`src/rtl/rnmb_pkg.sv`:
```
// Shared types, field widths and codes for the radius neighbor mask builder.
package rnmb_pkg;

  localparam int SLOT_W         = 6;
  localparam int ROLE_W         = 2;
  localparam int MODE_W         = 2;
  localparam int IN_COORD_W     = 16;
  localparam int SQ_W           = 38;
  localparam int MASK_W         = 64;
  localparam int COUNT_W        = 6;
  localparam int CFG_IDX_W      = 1;
  localparam int IN_DATA_W      = 56;
  localparam int OUT_DATA_W     = 80;
  localparam int OUT_PAD_W      = OUT_DATA_W - (SLOT_W + MASK_W + COUNT_W);
  localparam int MAX_AGENTS_DEF = 64;
  localparam int COORD_BITS_DEF = 16;

  localparam logic [CFG_IDX_W-1:0] CFG_RADIUS_SQ  = 1'b0;
  localparam logic [CFG_IDX_W-1:0] CFG_EPSILON_SQ = 1'b1;

  typedef enum logic [MODE_W-1:0] {
    MODE_LOAD  = 2'd0,
    MODE_QUERY = 2'd1,
    MODE_CLEAR = 2'd2
  } mode_e;

  typedef enum logic [ROLE_W-1:0] {
    ROLE_BODY    = 2'd0,
    ROLE_START   = 2'd1,
    ROLE_GOAL    = 2'd2,
    ROLE_REMOVED = 2'd3
  } role_e;

  typedef enum logic [2:0] {
    ST_IDLE,
    ST_QREAD,
    ST_SWEEP,
    ST_DRAIN,
    ST_DONE
  } state_t;

  // Control that travels alongside one candidate through the distance pipe.
  typedef struct packed {
    logic              vld;
    logic              last;
    logic              cand_vld;
    logic [SLOT_W-1:0] idx;
  } sweep_ctl_t;

endpackage

```
`src/rtl/rnmb_dist.sv`:
```
// Four-stage squared-distance and neighbor test pipeline for one candidate per cycle.
module rnmb_dist
  import rnmb_pkg::*;
#(
  parameter int COORD_BITS = COORD_BITS_DEF
) (
  input  logic                            clk,
  input  logic                            rst,
  input  logic [SQ_W-1:0]                 radius_sq,
  input  logic [SQ_W-1:0]                 epsilon_sq,
  input  logic [ROLE_W+3*COORD_BITS-1:0]  q_entry,
  input  logic [SLOT_W-1:0]               q_slot,
  input  logic [ROLE_W+3*COORD_BITS-1:0]  cand_entry,
  input  sweep_ctl_t                      ctl_in,
  output sweep_ctl_t                      hit_ctl,
  output logic                            hit
);

  localparam int DW  = COORD_BITS + 1;
  localparam int PW  = 2 * DW;
  localparam int SW  = PW + 2;
  localparam int CW  = (SW > SQ_W) ? SW : SQ_W;

  logic signed [COORD_BITS-1:0] qc [3];
  logic signed [COORD_BITS-1:0] cc [3];
  logic signed [DW-1:0]         diff [3];
  logic signed [PW-1:0]         prod [3];
  logic [ROLE_W-1:0]            q_role;
  logic [ROLE_W-1:0]            c_role;
  logic                         pre;

  sweep_ctl_t           s1_ctl, s2_ctl, s3_ctl;
  logic                 s1_pre, s2_pre, s3_pre;
  logic signed [DW-1:0] s1_d [3];
  logic [PW-1:0]        s2_sq [3];
  logic [SW-1:0]        s3_sum;
  logic                 le_r, gt_eps;

  assign q_role = q_entry[ROLE_W-1:0];
  assign c_role = cand_entry[ROLE_W-1:0];

  always_comb begin
    for (int k = 0; k < 3; k++) begin
      qc[k]   = q_entry[ROLE_W + k*COORD_BITS +: COORD_BITS];
      cc[k]   = cand_entry[ROLE_W + k*COORD_BITS +: COORD_BITS];
      diff[k] = DW'(qc[k]) - DW'(cc[k]);
      prod[k] = s1_d[k] * s1_d[k];
    end
  end

  // A body only sees other bodies; start and goal see every role.
  always_comb begin
    if (q_role == ROLE_BODY) begin
      pre = ctl_in.cand_vld && (ctl_in.idx != q_slot) && (c_role == ROLE_BODY);
    end else if (q_role == ROLE_START || q_role == ROLE_GOAL) begin
      pre = ctl_in.cand_vld;
    end else begin
      pre = 1'b0;
    end
  end

  assign le_r   = CW'(s3_sum) <= CW'(radius_sq);
  assign gt_eps = CW'(s3_sum) >  CW'(epsilon_sq);

  always_ff @(posedge clk) begin
    if (rst) begin
      s1_ctl  <= '0;
      s2_ctl  <= '0;
      s3_ctl  <= '0;
      hit_ctl <= '0;
    end else begin
      s1_ctl  <= ctl_in;
      s2_ctl  <= s1_ctl;
      s3_ctl  <= s2_ctl;
      hit_ctl <= s3_ctl;
    end
  end

  always_ff @(posedge clk) begin
    s1_pre <= pre;
    for (int k = 0; k < 3; k++) begin
      s1_d[k]  <= diff[k];
      s2_sq[k] <= prod[k];
    end
    s2_pre <= s1_pre;
    s3_sum <= SW'(s2_sq[0]) + SW'(s2_sq[1]) + SW'(s2_sq[2]);
    s3_pre <= s2_pre;
    hit    <= s3_pre && le_r && ((q_role == ROLE_BODY) || gt_eps);
  end

endmodule

```
`config.mk`:
```
export PLATFORM = sky130hd
export DESIGN_NAME = rnmb_dist
export DESIGN_NICKNAME = d
export VERILOG_FILES = /design/src/rtl/rnmb_pkg.sv /design/src/rtl/rnmb_dist.sv
export SDC_FILE = /design/constraint.sdc
export NUM_CORES = 2
export LEC_CHECK = 0
export ABC_AREA = 1
export BUFFER_PORTS_ARGS = -buffer_cell sky130_fd_sc_hd__buf_2
export CORE_ASPECT_RATIO = 1.1
export CORE_MARGIN = 2
export CORE_UTILIZATION = 45
export DETAILED_ROUTE_END_ITERATION = 10
export PLACE_DENSITY = 0.68
export SLEW_MARGIN = 20
export SYNTH_ARGS = -nofsm -noshare
export SYNTH_HDL_FRONTEND = slang
export SYNTH_SLANG_ARGS = --single-unit
```
`constraint.sdc`:
```
create_clock -name clk -period 7.4 [get_ports clk]
set_input_delay 1.48 -clock clk [delete_from_list [all_inputs] [get_ports clk]]
set_output_delay 1.48 -clock clk [all_outputs]
set_load 0.03 [all_outputs]
```
==> summary.txt <==
outcome = finished, final reports clean
first-pass GRT wire length = 164100 microns
violation count after the first detailed-routing iteration = 1615
Simple-Gate Fraction of Synth Area = 0.1415
die area = 97700 sq um
Yosys cell types = 48
Skew-Pair Late Insertion Delay = 0.61 ns
total clock buffers created by CTS = 28
commonest non-fill, non-tap cells in the layout = inv_1 (1512), nand2_1 (973), fa_1 (837), ha_1 (425), nor2_1 (269)
GRT Total Usage = 0.2036
root buf cell = clkbuf_16
routed vias/inst = 4.772
FMAX = 0.1562 GHz
total global routing overflow = 0
synth top area cells = fa_1 (39%), inv_1 (13%), ha_1 (12%), dfxtp_1 (11%), nand2_1 (8.5%)
clock-pin slew on the worst setup and hold paths = 0.07 ns
crit share post-route = 0.8649
largest family of logic cells by synthesized area = adder cells
initial antenna violation count = 0
Post-Synth Adder-Cell Area = 0.5152
DR vias = 31636
clk sinks = 226
Req. time, crit path = 7.88 ns
post-route antenna net violation count = 0
maximum fanout along the worst path = 19
proportion of layout cells with a drive suffix above 1 = 0.06108
wire per inst = 14.28 microns
Setup Buffers After CTS = 0
Max Cap Violations = 0
drt first pass iters = 6
core area = 94200 sq um
Clock Skews = 0.03457 ns
Die Wd = 298.2 microns
hold_buf cts = 0
# nets final = 6803
Residual DRC = 0
chip height = 327.6 microns
CP Launch Type = flop
Setup TNS = 0 ns
Synth top area share = 0.3911
number of flops mapped to enable cells by yosys = 0
vias in the first global route = 33803
Mapped Cells = 5208
fillcell total = 9190
Mean Syn Cell Area = 8.227 sq um
#FFs+latches synth = 226
Boundary Pins = 203
Routed Wire Length = 94650 microns
mux share of post-synthesis cell area = 0
row cnt = 118
H-tree Lvls = 1
ys async rst share = 0
worst min path class = flop to flop
Post-CTS Resized = 0
GP Congestion = 0.9306
min Tclk post-route = 6.400 ns
Clock Tree Buf Depth = 3
post-DP HPWL = 82750 microns
crit path capture type = flop
Synth area leader = fa_1
RSZ-0062 raised after global routing = no
worst rel slew slack = 0.3632
largest net degree at the start of global routing = 37
CTS tree = yes
Worst EP arrival = 6.88 ns
Final setup viols = 0
buffers added on ports = 202
Tightest Pin Transition = 0.9539 ns
P&R area growth vs syn = 7.543%
Starting Density = 0.4549
final hold vios = 0
post-synthesis sequential area ratio = 0.1056
critical path class = flop to flop
most common cell after layout, fill and taps aside = inv_1
complex-gate fraction of the synthesized area = 0.05575
antenna diode count = 0
synth warn = 0
post-synthesis cell area = 42850 sq um
Post-synth top flop = dfxtp_1
xor/xnor share of the synthesized area = 0.03925
Max Slew Vio Count = 0
## registers in the layout, summed over array words and instances, names as in the netlist
signal and cells:
s1_d 51, s2_pre 1, s3_sum 36, s1_pre 1, hit_ctl 9, s2_sq 99
hit 1, s1_ctl 9, s3_ctl 9, s2_ctl 9, s3_pre 1
## synth_stat cells (4+ instances only)
cell type,instances
fa_1,837
a31oi_1,13
clkbuf_1,105
o21bai_1,29
a21o_1,35
o211ai_1,4
a21boi_1,4
nand4_1,34
nor2_2,6
xnor2_1,55
buf_1,6
nand3_2,4
or2_2,19
and3_1,4
a21oi_1,196
nor4_1,7
inv_2,4
inv_1,1512
o31ai_1,4
a31o_2,5
nor2_1,269
o21ai_0,80
nand2_2,7
ha_1,425
xor2_1,137
dfxtp_1,226
a21boi_0,12
nand3b_1,8
nor3_1,24
o21ai_1,15
nand3_1,119
nand2_1,973
## metal layers
| layer | wire [microns] | GRT usage | up-vias |
|---|---|---|---|
| met5 | 0 | 0 | - |
| met4 | 1736 | 0.04075 | 0 |
| met3 | 4460 | 0.01865 | 98 |
| met2 | 45960 | 0.3574 | 718 |
| met1 | 42500 | 0.2754 | 15331 |
| li1 | - | - | 15489 |
## worst paths after layout
| path | start | cells past startpoint | to | slack, ns |
|---|---|---|---|---|
| worst max-delay path | s1_d[0][5] | 18 | s2_sq[0][29] | 1.0 |
| worst min-delay path | s2_pre | 0 | s3_pre | 0.33 |
| worst max register to register | s1_d[0][5] | 18 | s2_sq[0][29] | 1.0 |
| worst min register to register | s2_pre | 0 | s3_pre | 0.33 |
## final cells by class
cell class                 count  area (sq um)  share of cell area
clock buffer                  37         774.5             0.01681
clock inverter                15         151.4            0.003286
inverter                    1518          5698              0.1237
multi-input combinational   3355         32220              0.6991
sequential                   226          4524             0.09819
tap                         1260          1577             0.03421
timing repair buffer         219          1139             0.02471
## worst max-delay path, cell delays in order, from the launching register on
cell and delay (ns):
dfxtp_1 0.90, nand2_1 0.29, inv_1 0.14, fa_1 0.47
fa_1 0.82, inv_1 0.13, fa_1 0.51, fa_1 0.57
fa_1 0.43, fa_1 0.49, inv_1 0.04, ha_1 0.37
nand2_1 0.16, nor2_1 0.16, inv_1 0.07, nor3_1 0.26
nand4_1 0.25, nand4_1 0.13, nand2_1 0.08
## cell families (layout without fill, tap and decap cells)
kind of cell	Yosys count	after routing
other	1	3
buffers and inverters	1629	1789
AND/OR/NAND/NOR	1485	1485
XOR/XNOR	192	192
adder cells (fa/ha/maj)	1262	1262
AO/OA/AOI/OAI	413	413
flip-flops	226	226
## through the flow
step | std cells | area, sq um | utilization | hold WS [ns] | setup WS, ns
2_1_floorplan | 5210 | 42850 | - | 0.3096 | 1.696
3_3_place_gp | 6578 | 45150 | 0.4794 | 0.3115 | 1.156
3_5_place_dp | 6578 | 45150 | 0.4794 | 0.3154 | 1.097
4_1_cts | 6630 | 46080 | 0.4892 | 0.3285 | 1.060
5_1_grt | 6630 | 46080 | 0.4892 | 0.3456 | 0.6345
6_report | 6630 | 46080 | 0.4892 | 0.3254 | 1.000
Power is left out: the tool's default activity adds up to more than one toggle a clock period on the data nets, which glitch-free logic cannot reach.
