[config.mk]
export PLATFORM = sky130hd
export DESIGN_NAME = rnmb_ram
export DESIGN_NICKNAME = d
export VERILOG_FILES = /design/src/rtl/rnmb_ram.sv
export SDC_FILE = /design/constraint.sdc
export NUM_CORES = 1
export LEC_CHECK = 0
export ABC_AREA = 0
export BUFFER_PORTS_ARGS = -buffer_cell sky130_fd_sc_hd__buf_4
export CAP_MARGIN = 10
export CORE_MARGIN = 1.5
export CORE_UTILIZATION = 50
export DETAILED_ROUTE_END_ITERATION = 8
export MAX_ROUTING_LAYER = met4
export PLACE_DENSITY = 0.74
export SYNTH_ARGS = -nofsm -noshare
export SYNTH_HDL_FRONTEND = slang
export SYNTH_SLANG_ARGS = --single-unit
[constraint.sdc]
create_clock -name clk -period 2.95 [get_ports clk]
set_input_delay 0.885 -clock clk [delete_from_list [all_inputs] [get_ports clk]]
set_output_delay 0.885 -clock clk [all_outputs]
set_load 0.03 [all_outputs]
[src/rtl/rnmb_ram.sv]
// Generic simple dual-port RAM with one write port and one registered read port.
module rnmb_ram #(
  parameter int WIDTH = 8,
  parameter int DEPTH = 64
) (
  input  logic                     clk,
  input  logic                     we,
  input  logic [$clog2(DEPTH)-1:0] waddr,
  input  logic [WIDTH-1:0]         wdata,
  input  logic [$clog2(DEPTH)-1:0] raddr,
  output logic [WIDTH-1:0]         rdata
);

  logic [WIDTH-1:0] mem [DEPTH];

  always_ff @(posedge clk) begin
    if (we) begin
      mem[waddr] <= wdata;
    end
    rdata <= mem[raddr];
  end

endmodule

==> results of run 1 <==
-- through the flow --
stage                     hold WS, ns  std cells  TNS [ns]  power (mW)  instance area, um2
after floorplan                 0.718        940         0        8.81               20200
after global placement          0.807       1554    -0.246        9.17               21700
after detailed placement        0.818       1554    -0.334        9.19               21700
after CTS                       0.668       1648         0        15.5               23300
after global routing            0.709       1648         0        15.8               23300
final                           0.698       1648         0        15.4               23300
-- metal layers --
layer | up-vias | wire [um] | track usage
li1 | 4216 | - | -
met1 | 5241 | 17600 | 0.311
met2 | 487 | 21500 | 0.349
met3 | 93 | 3600 | 0.0357
met4 | 0 | 1310 | 0.0757
met5 | - | 0 | -
-- synth_stat cells (all sizes together) --
cell,instances,area share
a31oi,1,0.00031
o21a,2,0.00074
o32ai,2,0.00087
nand3,13,0.0032
o2bb2ai,3,0.0013
nand2b,7,0.0022
nand2,19,0.0035
mux4,126,0.14
a21oi,3,0.00074
a22oi,3,0.0011
nand4,2,0.00062
o41ai,2,0.00087
a221oi,6,0.0026
mux2i,23,0.011
a211oi,4,0.0015
clkbuf,17,0.0032
nor3,7,0.0017
o2111ai,3,0.0013
dfxtp,8,0.0079
buf,34,0.013
a2111oi,2,0.00087
and2,1,0.00031
o311ai,1,0.00043
nor2,83,0.015
o21ai,4,0.00099
nand4b,1,0.00043
nand3b,3,0.0011
nor4,2,0.00062
mux2,13,0.0073
o221a,2,0.0011
o221ai,8,0.0035
or3,1,0.00031
o22ai,8,0.0025
edfxtp,512,0.76
nor2b,14,0.0043
-- where the power goes --
| group | total (mW) | internal [mW] | switching [mW] |
|---|---|---|---|
| registers | 8.21 | 8.18 | 0.0290 |
| logic | 0.828 | 0.334 | 0.494 |
| clock network | 6.37 | 3.72 | 2.65 |
-- kinds of logic (layout without fill, tap and decap cells) --
group	count (synthesis)	count (layout)	synth area share
compound gates	54	54	0.0207
buf+inv	51	234	0.0157
flops	520	520	0.770
mux	162	162	0.159
simple gates	153	153	0.0339
-- cells in the final DEF, fill, tap and decap left out, types with 9 or more instances in the layout --
cell	Yosys	layout
buf_4	13	130
mux2_2	13	13
edfxtp_1	512	512
nor2b_1	14	14
mux4_2	126	126
nor2_1	83	83
clkinv_1	0	11
nand3_1	13	13
clkbuf_16	0	53
nand2_1	19	19
clkbuf_1	17	13
buf_12	2	9
mux2i_1	23	23
-- layout make-up --
| type | count | area (um2) | share of cell area |
|---|---|---|---|
| multi-input cells | 369 | 4320 | 0.185 |
| well taps | 525 | 657 | 0.0282 |
| clock buffers | 66 | 1380 | 0.0590 |
| clock inverters | 28 | 270 | 0.0116 |
| repair buffers | 140 | 1170 | 0.0502 |
| flip-flops and latches | 520 | 15500 | 0.666 |
-- registers in the layout, indices dropped and copies added (netlist names) --
name   cells
mem      512
rdata      8
-- worst paths after layout --
check	from	slack, ns	to	depth (start not counted)
worst max register to register	mem[29][4]	0.76	rdata[4]	5
worst min-delay path	raddr[5]	0.70	rdata[1]	3
worst min register to register	mem[22][2]	0.86	rdata[2]	4
worst max-delay path	raddr[0]	0.48	rdata[7]	6
-- critical path, cell delays in order --
cell,delay (ns)
clkbuf_8,0.26
buf_12,0.19
mux4_2,0.56
mux4_2,0.50
o21ai_0,0.38
nand2_1,0.11
==> impl_metrics.toml, run 1 <==
[global_route]
grt_overflow_total = 0
grt_pass1_wl_mm = 65.9
grt_max_degree = 65
grt_pass1_vias = 10071
antenna_found_initial = 0
grt_util_all_layers = 0.226

[job]
cap_violations = 0

[floorplan]
die_h_um = 204
initial_core_util = 0.508
die-area_um2 = 41500
die_w_um = 204
ios = 30
core_um2 = 39700
core.rowCount = 73

[route]
drtIter0Drc = 1160
drt-pass1-iter-count = 8
detail-route-antenna-nets = 0
routed_wl_mm = 44.1
via_count = 10037
wl_per_cell_um = 26.7
drc = 0
via_per_inst = 6.09

[sta]
finalSetupViolations = 0
hold_viol = 0
max_freq_mhz = 405
drv_slew = 0
period_needed_ns = 2.47
finalClockSkew_ns = 0.0130
rsz0062_at_grt = "false"
min_period_over_period = 0.838
relSlewSlack = 0.515
finalWorstSetupSlack_ns = 0.479
worst_slew_pin_slew_ns = 0.728

[logic_synthesis]
synth-seq-cells = 520
synth_area_per_cell_um2 = 21.5
synth-seq-area-share = 0.770
syn_nets = 962
ys_warn_count = 0
yosysUniqueCellTypes = 40
syn_area_um2 = 20200
postSynthCellCount = 940

[final_layout]
n_antenna_cell = 0
fillers = 2737
final_layout_size_suffix_gt1_frac = 0.313
area_growth_pct = 15.6
nNetsFinal = 1103
final_util = 0.587

[cts]
h-tree-depth = 2
cts_buffers = 50
clk_latency_ns = 0.57
cts_sinks = 520
post_cts_buffers = 0
cts.root.buffer_cell = "clkbuf_16"
cts.path.max_buffers = 3
hold_buffers = 0
cts_tree = "done"
clkTransAtPathRegs_ns = 0.07
cts.repair.resized = 0

[worst_setup_path]
arrival_ns = 2.91
crit_type = "in2reg"
cp-end-kind = "flop"
cp.required_ns = 3.39
critPathLaunchType = "input port"
crit_fanout = 16

[place]
pre_cts_ws_ns = -0.121
port_buffers = 29
dp_hpwl_mm = 26.9
place.gp.congestion = 0.817

[power]
p_leak_nw = 7.51
power_density_nw_per_um2 = 661
vdd_drop_max_uv = 444

[outcome]
outcome = "finished clean"

[worst_hold_path]
min_path_type = "in2reg"
No activity file was read; power rests on OpenSTA's default activity.
==> inputs of run 2 (changes only) <==
clock period = 2.3 ns   (was 2.95 ns; I/O delays follow)
==> run 2 against run 1 <==
Critical path depth did not move; global-route usage rose by 0.84 points; sequential power rose by 28%; count of clock-buffer cells in the layout is 3 lower; wire length grew 3.0%; largest cell class unchanged; largest power group unchanged; final cell count rose by 2.1%.
==> impl_metrics.toml, run 2 (synthesis results as in run 1) <==
[final_layout]
final_cells = 1683
reg.largest.list = "mem (512), rdata (8)"
final_layout_size_suffix_gt1_frac = 0.339
largest_register_ffs = 512
regMostFlops = "mem"
most-common-layout-cells = "edfxtp_1 (512), buf_4 (168), mux4_2 (126), nor2_1 (83), clkbuf_16 (51)"
area_growth_pct = 16.9
layout_commonest_cell = "edfxtp_1"
nNetsFinal = 1140

[worst_setup_path]
critPathLaunchType = "input port"
crit_chain = "clkbuf_8, mux4_2, mux2_2, o221a_2, nor3_1, o32ai_1"
crit_family = "multiplexers"
rrSetupSlack_ns = 0.11
arrival_ns = 2.72
crit_fanout = 17
path_buf_inv = 1
cp.required_ns = 2.75
slowest_stage = "mux4_2"
cpPeakStageDelay_ns = 0.55
crit_type = "in2reg"
cp-end-kind = "flop"

[worst_hold_path]
min_path_type = "in2reg"

[place]
place.gp.congestion = 0.822
dp_hpwl_mm = 28.7
port_buffers = 29
dp.cells = 1590

[sta]
finalClockSkew_ns = 0.0192
worst_slew_pin_slew_ns = 0.719
relSlewSlack = 0.521
rsz0062_at_grt = "false"
period_needed_ns = 2.27
finalSetupViolations = 0
hold_viol = 0
drv_slew = 0
min_period_over_period = 0.987
worst_hold_slack_ns = 0.491
max_freq_mhz = 440

[cts]
hold_buffers = 0
post_cts_buffers = 0
clk_latency_ns = 0.58
clkTransAtPathRegs_ns = 0.06
cts_tree = "done"
cts.root.buffer_cell = "clkbuf_16"
cts_buffers = 51
h-tree-depth = 2
cts.path.max_buffers = 3
cts_sinks = 520
cts.repair.resized = 0

[floorplan]
die_h_um = 204
core_um2 = 39700
die_w_um = 204
ios = 30
core.rowCount = 73
die-area_um2 = 41500
initial_core_util = 0.508

[global_route]
grt_overflow_total = 0
grt_util_all_layers = 0.234
grt_pass1_wl_mm = 67.8
grt_max_degree = 65
antenna_found_initial = 2
grt_pass1_vias = 10392

[power]
p_leak_nw = 7.68
clock_power_share = 0.415
swShare = 0.206
p_seq_frac = 0.531
intPower_mw = 15.8
vdd_drop_max_uv = 562
power_density_nw_per_um2 = 842
power.net_switching_mw = 4.08
combPwrFrac = 0.055

[route]
drt-pass1-iter-count = 5
via_per_inst = 6.01
via_count = 10114
detail-route-antenna-nets = 0
drc = 0
wl_per_cell_um = 27.0
routed_wl_mm = 45.4
drtIter0Drc = 1033

[outcome]
outcome = "finished clean"

[job]
cap_violations = 0
run 2: tightest hold or removal path, cell delays in order:
cell and delay, ns:
buf_4 0.19, nand2_1 0.08, o2bb2ai_1 0.06
run 2: path summary, 6_finish.rpt:
kind	end	depth (start not counted)	startpoint
worst max-delay path	rdata[6]	6	raddr[0]
worst min-delay path	rdata[0]	3	raddr[5]
worst max register to register	rdata[6]	5	mem[21][6]
worst min register to register	rdata[0]	4	mem[18][0]
run 2: layout make-up:
type                       count  area, um2
multi-input combinational    369       4320
clock buffer                  63       1350
antenna                        2       5.00
tap                          525        657
fill                        2762      16200
clock inverter                28        297
timing repair buffer         176       1420
sequential                   520      15500
run 2: power by group through the flow:
| stage | clock network (mW) | registers, mW | logic, mW |
|---|---|---|---|
| 3_5_place_dp | 0 | 10.7 | 1.08 |
| 6_report | 8.23 | 10.5 | 1.08 |
| 3_3_place_gp | 0 | 10.7 | 1.06 |
| 5_1_grt | 8.68 | 10.5 | 1.15 |
| 4_1_cts | 8.32 | 10.5 | 1.09 |
| 2_1_floorplan | 0 | 10.7 | 0.560 |
run 2: per-stage QoR:
stage | power (mW) | setup TNS [ns] | instance area (um2) | setup WS (ns) | util
6_report | 19.8 | 0 | 23600 | 0.0297 | 0.593
5_1_grt | 20.4 | 0 | 23600 | 0.0359 | 0.593
4_1_cts | 19.9 | 0 | 23600 | 0.0825 | 0.593
3_5_place_dp | 11.8 | -3.50 | 21900 | -0.504 | 0.552
3_3_place_gp | 11.8 | -3.11 | 21900 | -0.466 | 0.552
2_1_floorplan | 11.3 | 0 | 20200 | 0.00208 | -
run 2: layer usage:
layer / GRT usage / share of wire / vias to the layer above
met5: - / 0 / -
met1: 0.316 / 0.40 / 5316
met4: 0.0796 / 0.029 / 0
met2: 0.374 / 0.50 / 440
li1: - / - / 4279
met3: 0.0306 / 0.076 / 79
